File: config.mk
export PLATFORM = sky130hd
export DESIGN_NAME = hmq_cmp
export DESIGN_NICKNAME = d
export VERILOG_FILES = /design/src/hw/rtl/hmq_pkg.sv /design/src/hw/rtl/hmq_cmp.sv
export SDC_FILE = /design/constraint.sdc
export NUM_CORES = 1
export LEC_CHECK = 0
export ABC_AREA = 0
export BUFFER_PORTS_ARGS = -buffer_cell sky130_fd_sc_hd__buf_4
export CORE_ASPECT_RATIO = 0.7
export CORE_UTILIZATION = 42
export DETAILED_ROUTE_END_ITERATION = 7
export GPL_ROUTABILITY_DRIVEN = 1
export PLACE_DENSITY_LB_ADDON = 0.08
export SYNTH_ARGS = -nofsm -noshare
export SYNTH_HDL_FRONTEND = slang
export SYNTH_SLANG_ARGS = --single-unit
File: constraint.sdc
create_clock -name vclk -period 2.1
set_input_delay 0.315 -clock vclk [all_inputs]
set_output_delay 0.315 -clock vclk [all_outputs]
set_load 0.05 [all_outputs]
File: src/hw/rtl/hmq_pkg.sv
// Shared types and constants of the binary min-heap queue.
package hmq_pkg;

    localparam int OP_W   = 2;
    localparam int NODE_W = 17;
    localparam int KEY_W  = 30;
    localparam int ST_W   = 2;

    typedef enum logic [OP_W-1:0] {
        OP_INSERT  = 2'd0,
        OP_EXTRACT = 2'd1,
        OP_PEEK    = 2'd2
    } op_t;

    typedef enum logic [ST_W-1:0] {
        ST_OK    = 2'd0,
        ST_FULL  = 2'd1,
        ST_EMPTY = 2'd2
    } status_t;

    typedef struct packed {
        logic [NODE_W-1:0] node_id;
        logic [KEY_W-1:0]  key;
    } entry_t;

    localparam int ENTRY_W = NODE_W + KEY_W;

    typedef enum logic [3:0] {
        S_IDLE,
        S_UP_RD,
        S_UP_CMP,
        S_DN_LAST,
        S_DN_LOAD,
        S_DN_RD,
        S_DN_PICK,
        S_DN_CMP,
        S_DONE
    } state_t;

endpackage

File: src/hw/rtl/hmq_cmp.sv
// Entry order compare: key first, smaller node id breaks a tie.
module hmq_cmp (
    input  hmq_pkg::entry_t a,
    input  hmq_pkg::entry_t b,
    output logic            a_first
);

    always_comb
    begin
        if (a.key != b.key)
        begin
            a_first = (a.key < b.key);
        end
        else
        begin
            a_first = (a.node_id < b.node_id);
        end
    end

endmodule

# Word level (Yosys, flattened, before mapping)

Cells that the tools add are included.

Bits in registers: 0
Input port bits: 94
Output and inout bits: 1

Order comparisons: 2
Equality and inequality tests: 1
Mux-type cells: 1

Operator list:

| kind           | number |
|---|---|
| $lt A30 B30 Y1 | 1 |
| $ne A30 B30 Y1 | 1 |
| $lt A17 B17 Y1 | 1 |
| $mux W1        | 1 |

# Depth between registers and ports, before layout

Gate-level depths: netlist of the first run.

Depth after elaboration: 2
Depth in mapped cells: 7
Gate-level depth less buffers: 7

# Worst setup path before layout of the first run

OpenSTA, ideal clock, no wires.

Path kind: input to output
From: input b[17] in the netlist's numbering
To: output a_first
Arrival: 2338 ps
Path slack: -553 ps
Cell stages on the path: 7
Cells stage by stage: inv_1 -> ha_1 -> a21oi_2 -> o21ai_1 -> a221o_1 -> a2111o_1 -> o22ai_1

Word-level cells in the longest chain between the ends: 2
Elaborated cells between the ends (all ways): 3
Classes of those cells: 1 x order compare; 1 x eq/ne; 1 x mux

Ends and longest elaborated chain:

| item                                             | line                         | source |
|---|---|---|
| start, declared                                  | hmq_cmp.sv:4                 | `input hmq_pkg::entry_t b,` |
| $lt A30 B30 Y1 or $ne A30 B30 Y1 (tied branches) | hmq_cmp.sv:12, hmq_cmp.sv:10 |  |
| $mux W1 *                                        | hmq_cmp.sv:10                | `if (a.key != b.key)` |
| end, declared                                    | hmq_cmp.sv:5                 | `output logic a_first` |

Mark *: on every way between the ends. The rest lies on a longest branch, timed or not.

# Worst setup path after layout of the first run

From: input b[20] in the netlist's numbering
To: output a_first

The elaborated chain is that of the path after synthesis.

==> flow_summary.toml, run 1 <==
[finish]
antennaDiodeCount = 0
area_delta_synth_final_pct = 87.8
fillers = 154
seq_cells = 0
layout_commonest_cell = "buf_4"
finalNetCount = 404
multi_input_area_um2 = 1180
drive_gt1_share_pct = 48.5
fin_util_pct = 86.0
layout_common_cells = "buf_4, inv_1, ha_1, a21oi_1, ha_4"
clkbuf_count = 0
ff_latch_area_um2 = 0

[grt]
grt-ovfl-total = 0
grt_pass1_vias = 1255
grt_pass1_wl_um = 4860
grt.total_usage_pct = 20.0
antenna_found_initial = 0
grt_max_degree = 4

[setup_path]
worstSetupPathType = "primary input to output port"
cp_data_required_time_ns = 1.78
start_kind = "primary input"
crit_fanout = 3
worstPathArrival_ns = 1.97
critPathSlowestCell = "a2111o_1"
cp_common_cell = "buf_6"
max_stage_delay_ns = 0.38
path_cells = "buf_6 -> inv_4 -> ha_4 -> and4_4 -> nor4bb_4 -> and3_4 -> a2111o_1 -> o22ai_4 -> buf_6"
endpoint_kind = "output port"

[synth]
synthesis.nets = 301
syn_inst = 161
syn_area_per_cell_um2 = 7.26
synth_area_um2 = 1170
yosysSeqAreaShare_pct = 0
synth_cell_types = 27
yosysWarnings = 0

[route]
drt_iter0_markers = 32
num_vias = 1454
postRouteAntennaNets = 0
wl_um = 3410
drc = 0
routedWlPerCell_um = 11.5
first_pass_iters = 4
via_per_inst = 4.91

[floorplan]
num_io_pins = 95
core_um2 = 2550
rows = 15
dieArea_um2 = 3000
die_w_um = 65.0
initial_utilization_pct = 45.8
die_h_um = 46.1

[placement]
dp_hpwl_um = 2840
place.port_buffers = 95
gp_congestion = 0.706
place_ws_ns = -0.230

[status]
status = "finished with violations"
violations = "negative setup slack"

[flow_run]
maxCapViolations = 0

[pwr]
p_per_area_nw_per_um2 = 184
switchingPower_mw = 0.162
p_sw_share_pct = 40.2
vdd_drop_max_v = 0.000114
clkPwrFrac_pct = 0
combPwrFrac_pct = 100.0
cellLeakagePower_nw = 1.27
internal-power_mw = 0.241
pwr-share-seq_pct = 0

[clock_tree]
cts_setup_buffers = 0
cts_hold_buf = 0

[sta]
worst_slack_ns = -0.187
grt_setup_unrepaired = "yes"
min_period_ns = 2.29
max_clock_freq_mhz = 437
slew_headroom_pct = 75.0
finalSetupViolCount = 1
slew_viol_final = 0
hold_violations = 0
max_slew.worst_pin.slew_ns = 0.371
min_period_over_period_pct = 109

[min_path]
hold_path_class = "primary input to output port"
cells by family after synthesis:
kind of cell | count (synthesis) | synth area share [%]
buffers and inverters | 49 | 15.7
and+or+nand+nor | 30 | 14.9
adders and majority gates | 46 | 49.3
AOI/OAI and AO/OA | 36 | 20.1
metrics by stage:
step	TNS [ns]	hold slack, ns	cell area [um^2]	power (mW)	instances
finish	-0.187	1.18	2190	0.404	296
global route	-0.258	1.22	2190	0.452	296
CTS	-0.196	1.22	2070	0.372	296
detailed placement	-0.230	1.25	2070	0.366	296
global placement	-0.198	1.23	2070	0.357	296
floorplan	-0.0312	1.02	1260	0.173	161
worst max-delay path: cells and delay by family:
family          cells  cell delay, ns
simple gates        3            0.55
fa+ha+maj           1            0.20
compound gates      2            0.56
buf+inv             3            0.33
power by group through the flow:
stage / logic, mW / clock network (mW) / registers, mW
2_1_floorplan: 0.173 / 0 / 0
5_1_grt: 0.452 / 0 / 0
6_report: 0.404 / 0 / 0
3_3_place_gp: 0.357 / 0 / 0
4_1_cts: 0.372 / 0 / 0
3_5_place_dp: 0.366 / 0 / 0
per-layer routing:
layer / routed length [um] / up-vias / part of all wire, % / GRT usage, %
met5: 0 / - / 0 / 0
met4: 0 / 0 / 0 / 0
met3: 265 / 0 / 7.8 / 2.72
met2: 1710 / 58 / 50 / 38.1
met1: 1430 / 629 / 42 / 25.9
li1: - / 767 / - / -
timing repair:
item / 4_1_cts / 5_1_grt
gates cloned: 0 / 0
gates resized for setup: 2 / 22
endpoints found under the setup margin: 1 / 1
pin swaps: 0 / 13
cell type report:
| type | instances | share of cell area [%] |
|---|---|---|
| Timing Repair Buffer | 101 | 35.4 |
| Tap cell | 34 | 1.94 |
| Multi-Input combinational cell | 112 | 53.6 |
| Inverter | 49 | 9.07 |
final timing paths:
path                       to  startpoint  cells after the start
worst max-delay path  a_first       b[20]                      9
worst min-delay path  a_first       a[46]                      6
cells in the mapped netlist, drive strengths merged:
cell type,number,area (um^2)
nor2,3,11.3
nor3,1,5.00
and4,3,26.3
a21o,6,45.0
a221o,1,10.0
nand2b,1,6.26
nand3,3,15.0
o21ai,4,20.0
o22ai,2,12.5
nor4b,1,8.76
a21oi,15,78.8
a221oi,1,8.76
nand4,8,50.1
o31a,2,17.5
o21a,1,7.51
a211oi,1,7.51
a21boi,1,7.51
o2111ai,1,8.76
a2111o,1,11.3
ha,46,576
and3,1,6.26
nor2b,2,12.5
nor4bb,1,10.0
inv,49,184
nand2,6,22.5
(Power assumes the default switching activity.)
==> inputs of run 2 (changes only) <==
--- a/config.mk
+++ b/config.mk
@@ -8,6 +8,7 @@
 export ABC_AREA = 0
 export BUFFER_PORTS_ARGS = -buffer_cell sky130_fd_sc_hd__buf_4
 export CORE_ASPECT_RATIO = 0.7
+export CORE_MARGIN = 3
 export CORE_UTILIZATION = 42
 export DETAILED_ROUTE_END_ITERATION = 7
 export GPL_ROUTABILITY_DRIVEN = 1
==> run 2 against run 1 <==
Maximum frequency is 0.66% lower. Critical endpoint unchanged. Die area is 15% higher. Largest cell class unchanged. Largest power group unchanged. Sequential share of layout area stayed put. The run still ends with negative setup slack left. Non-clock buffer count is 3 higher.
==> flow_summary.toml, run 2 (synthesis gave the netlist of run 1 again) <==
[setup_path]
crit_fanout = 3
worstPathArrival_ns = 1.99
start_kind = "primary input"
startpoint = "a[29]"
worstSetupPathType = "primary input to output port"
cp_data_required_time_ns = 1.78
endpoint_kind = "output port"

[placement]
dp_hpwl_um = 3090
gp_congestion = 0.782
postPlaceCellArea_um2 = 2070
place.port_buffers = 95
dp_cells = 297

[finish]
layout_common_cells = "buf_4, inv_1, ha_1, a21oi_1, nand4_1"
seq_cells = 0
ff_latch_area_um2 = 0
fillers = 183
design_area_um2 = 2150
clkbuf_count = 0
finalNetCount = 407
antennaDiodeCount = 0
finalNonFillerCells = 299
drive_gt1_share_pct = 46.8
layout_commonest_cell = "buf_4"
area_delta_synth_final_pct = 83.9
fin_util_pct = 84.2

[grt]
antenna_found_initial = 0
grt_pass1_wl_um = 5160
grt-ovfl-total = 0
grt_pass1_vias = 1248
grt_max_degree = 4
grt.total_usage_pct = 17.1

[pwr]
power_mw = 0.385
vdd_drop_max_v = 0.000107
cellLeakagePower_nw = 1.28
p_per_area_nw_per_um2 = 179

[sta]
min_period_over_period_pct = 110
slew_viol_final = 0
max_slew.worst_pin.slew_ns = 0.340
max_clock_freq_mhz = 434
slew_headroom_pct = 77.2
hold_violations = 0
timing.setup.tns_ns = -0.202
min_period_ns = 2.30
grt_setup_unrepaired = "yes"
worst_slack_ns = -0.202
finalSetupViolCount = 1

[route]
first_pass_iters = 4
postRouteAntennaNets = 0
num_vias = 1430
via_per_inst = 4.78
drc = 0
wl_um = 3330
drt_iter0_markers = 13
routedWlPerCell_um = 11.1

[floorplan]
rows = 15
die_h_um = 50.1
dieArea_um2 = 3460
core_um2 = 2550
die_w_um = 69.0
num_io_pins = 95
initial_utilization_pct = 45.8

[min_path]
hold_path_class = "primary input to output port"
min_from = "a[46]"

[status]
violations = "negative setup slack"
status = "finished with violations"

[clock_tree]
cts_hold_buf = 0

[flow_run]
maxCapViolations = 0
[run 2: changes by cell type in the layout (fill, tap and decap cells not counted), sizes merged]
cell / previous run / this run
buf: 101 / 104
[run 2: per-stage QoR]
stage	hold WS (ns)	setup WS (ns)
after global routing	1.22	-0.318
after global placement	1.23	-0.203
after CTS	1.21	-0.191
final	1.18	-0.202
after floorplan	1.02	-0.0312
after detailed placement	1.24	-0.269
[run 2: path summary, 6_finish.rpt]
path	to	slack [ns]	cells after the start
worst max-delay path	a_first	-0.20	9
worst min-delay path	a_first	1.18	6
[run 2: what timing repair did]
action                                  CTS  global route
endpoints found under the setup margin    1             1
gates resized for setup                  10             4
buffers inserted                          0             2
pin swaps                                11             7
[run 2: area by class of cell]
type | instances | area, um^2 | area share [%]
Multi-Input combinational cell | 112 | 1120 | 52.0
Tap cell | 34 | 42.5 | 1.98
Timing Repair Buffer | 104 | 792 | 36.8
Inverter | 49 | 196 | 9.14
[run 2: critical path, cell delays in order]
cell and delay, ns:
buf_4 0.11, ha_1 0.31, nand4_1 0.22, nor4bb_4 0.37, buf_4 0.15, buf_4 0.09
o31a_1 0.17, o22ai_4 0.09, buf_6 0.17
[run 2: metal layers]
layer | GRT usage (%) | vias to the layer above | routed length [um]
li1 | - | 771 | -
met1 | 22.5 | 605 | 1460
met2 | 30.4 | 52 | 1550
met3 | 4.00 | 2 | 306
met4 | 0 | 0 | 14
met5 | 0 | - | 0
[run 2: power breakdown]
part	total, mW	internal, mW	switching, mW
sequential	0	0	0
combinational	0.385	0.234	0.151
clock	0	0	0
total	0.385	0.234	0.151
==> inputs of run 3 (changes only) <==
--- a/config.mk
+++ b/config.mk
@@ -7,9 +7,11 @@
 export LEC_CHECK = 0
 export ABC_AREA = 0
 export BUFFER_PORTS_ARGS = -buffer_cell sky130_fd_sc_hd__buf_4
+export CELL_PAD_IN_SITES_DETAIL_PLACEMENT = 0
+export CELL_PAD_IN_SITES_GLOBAL_PLACEMENT = 1
 export CORE_ASPECT_RATIO = 0.7
 export CORE_MARGIN = 3
-export CORE_UTILIZATION = 42
+export CORE_UTILIZATION = 27
 export DETAILED_ROUTE_END_ITERATION = 7
 export GPL_ROUTABILITY_DRIVEN = 1
 export PLACE_DENSITY_LB_ADDON = 0.08
==> run 3 against run 2 <==
Final cell count grew 6.4%. Via count down 2.6%. The flow still finishes with violations (negative setup slack). Worst setup slack got worse by 0.0062 ns. Total power rose by 5.2%. Hold slack worse by 0.0047 ns. Design area grew 6.1%.
==> flow_summary.toml, run 3 (synthesis gave the netlist of run 1 again) <==
[status]
status = "finished with violations"
violations = "negative setup slack"

[grt]
grt_max_degree = 4
grt.total_usage_pct = 12.2
grt-ovfl-total = 0
grt_pass1_vias = 1329
antenna_found_initial = 0
grt_pass1_wl_um = 5500

[finish]
layout_common_cells = "buf_4, inv_1, ha_1, ha_4, a21oi_1"
fillers = 416
antennaDiodeCount = 0
finalNetCount = 408
ff_latch_area_um2 = 0
seq_cells = 0
layout_commonest_cell = "buf_4"
drive_gt1_share_pct = 51.9
area_delta_synth_final_pct = 95.2
clkbuf_count = 0
fin_util_pct = 56.4

[clock_tree]
cts_hold_buf = 0

[floorplan]
num_io_pins = 95
rows = 19
initial_utilization_pct = 28.9
die_h_um = 61.0
core_um2 = 4040
dieArea_um2 = 5170
die_w_um = 84.6

[route]
drt_iter0_markers = 28
wl_um = 3280
postRouteAntennaNets = 0
drc = 0
routedWlPerCell_um = 10.3
first_pass_iters = 4
num_vias = 1393
via_per_inst = 4.38

[sta]
timing.setup.tns_ns = -0.208
max_slew.worst_pin.slew_ns = 0.386
min_period_over_period_pct = 110
min_period_ns = 2.31
max_clock_freq_mhz = 433
slew_viol_final = 0
finalSetupViolCount = 1
grt_setup_unrepaired = "yes"
slew_headroom_pct = 74.1
hold_violations = 0
worst_slack_ns = -0.208

[setup_path]
endpoint_kind = "output port"
worstPathArrival_ns = 1.99
crit_fanout = 3
cp_data_required_time_ns = 1.78
start_kind = "primary input"
worstSetupPathType = "primary input to output port"

[placement]
place.port_buffers = 95
gp_congestion = 0.727
dp_hpwl_um = 3000

[min_path]
min_path_cells = 6
hold_path_end = "a_first"
hold_path_class = "primary input to output port"
min_from = "a[46]"

[flow_run]
maxCapViolations = 0

[pwr]
vdd_drop_max_v = 0.0000854
cellLeakagePower_nw = 1.28
p_per_area_nw_per_um2 = 178
-- run 3: worst max-delay path by stage --
stage,end,from
2_1_floorplan,a_first,b[16]
3_3_place_gp,a_first,b[17]
3_5_place_dp,a_first,b[20]
4_1_cts,a_first,b[17]
5_1_grt,a_first,b[29]
6_report,a_first,b[20]
-- run 3: area by class of cell --
class | instances | area (um^2) | share of cell area [%]
tap | 52 | 65.1 | 2.85
inverter | 49 | 199 | 8.72
multi-input combinational | 112 | 1210 | 53.2
timing repair buffer | 105 | 803 | 35.2
-- run 3: critical path, stage by stage --
cell,delay [ns]
buf_6,0.10
inv_4,0.04
ha_4,0.20
and4_4,0.19
a221o_1,0.35
a2111o_1,0.45
o22ai_4,0.16
buf_6,0.18
-- run 3: repair_timing --
item                                    CTS  global route
endpoints found under the setup margin    1             1
pin swaps                                11            12
resized for setup                        11            18
buffers inserted                          2             1
-- run 3: stage by stage --
step | total power, mW | area [um^2] | hold WS, ns | worst slack (ns) | instances
2_1_floorplan | 0.173 | 1260 | 1.02 | -0.0312 | 161
3_3_place_gp | 0.369 | 2100 | 1.23 | -0.219 | 315
3_5_place_dp | 0.368 | 2100 | 1.24 | -0.354 | 315
4_1_cts | 0.385 | 2160 | 1.22 | -0.203 | 317
5_1_grt | 0.468 | 2280 | 1.22 | -0.260 | 318
6_report | 0.406 | 2280 | 1.18 | -0.208 | 318
-- run 3: layer usage --
layer	part of all wire (%)	vias to the layer above	track usage [%]
li1	-	771	-
met1	51	575	19.4
met2	43	47	19.4
met3	6.5	0	0.668
met4	0	0	0
met5	0	-	0
-- run 3: power by group --
group / internal (mW) / total [mW] / switching [mW]
registers: 0 / 0 / 0
clock network: 0 / 0 / 0
logic: 0.248 / 0.406 / 0.158
total: 0.248 / 0.406 / 0.158
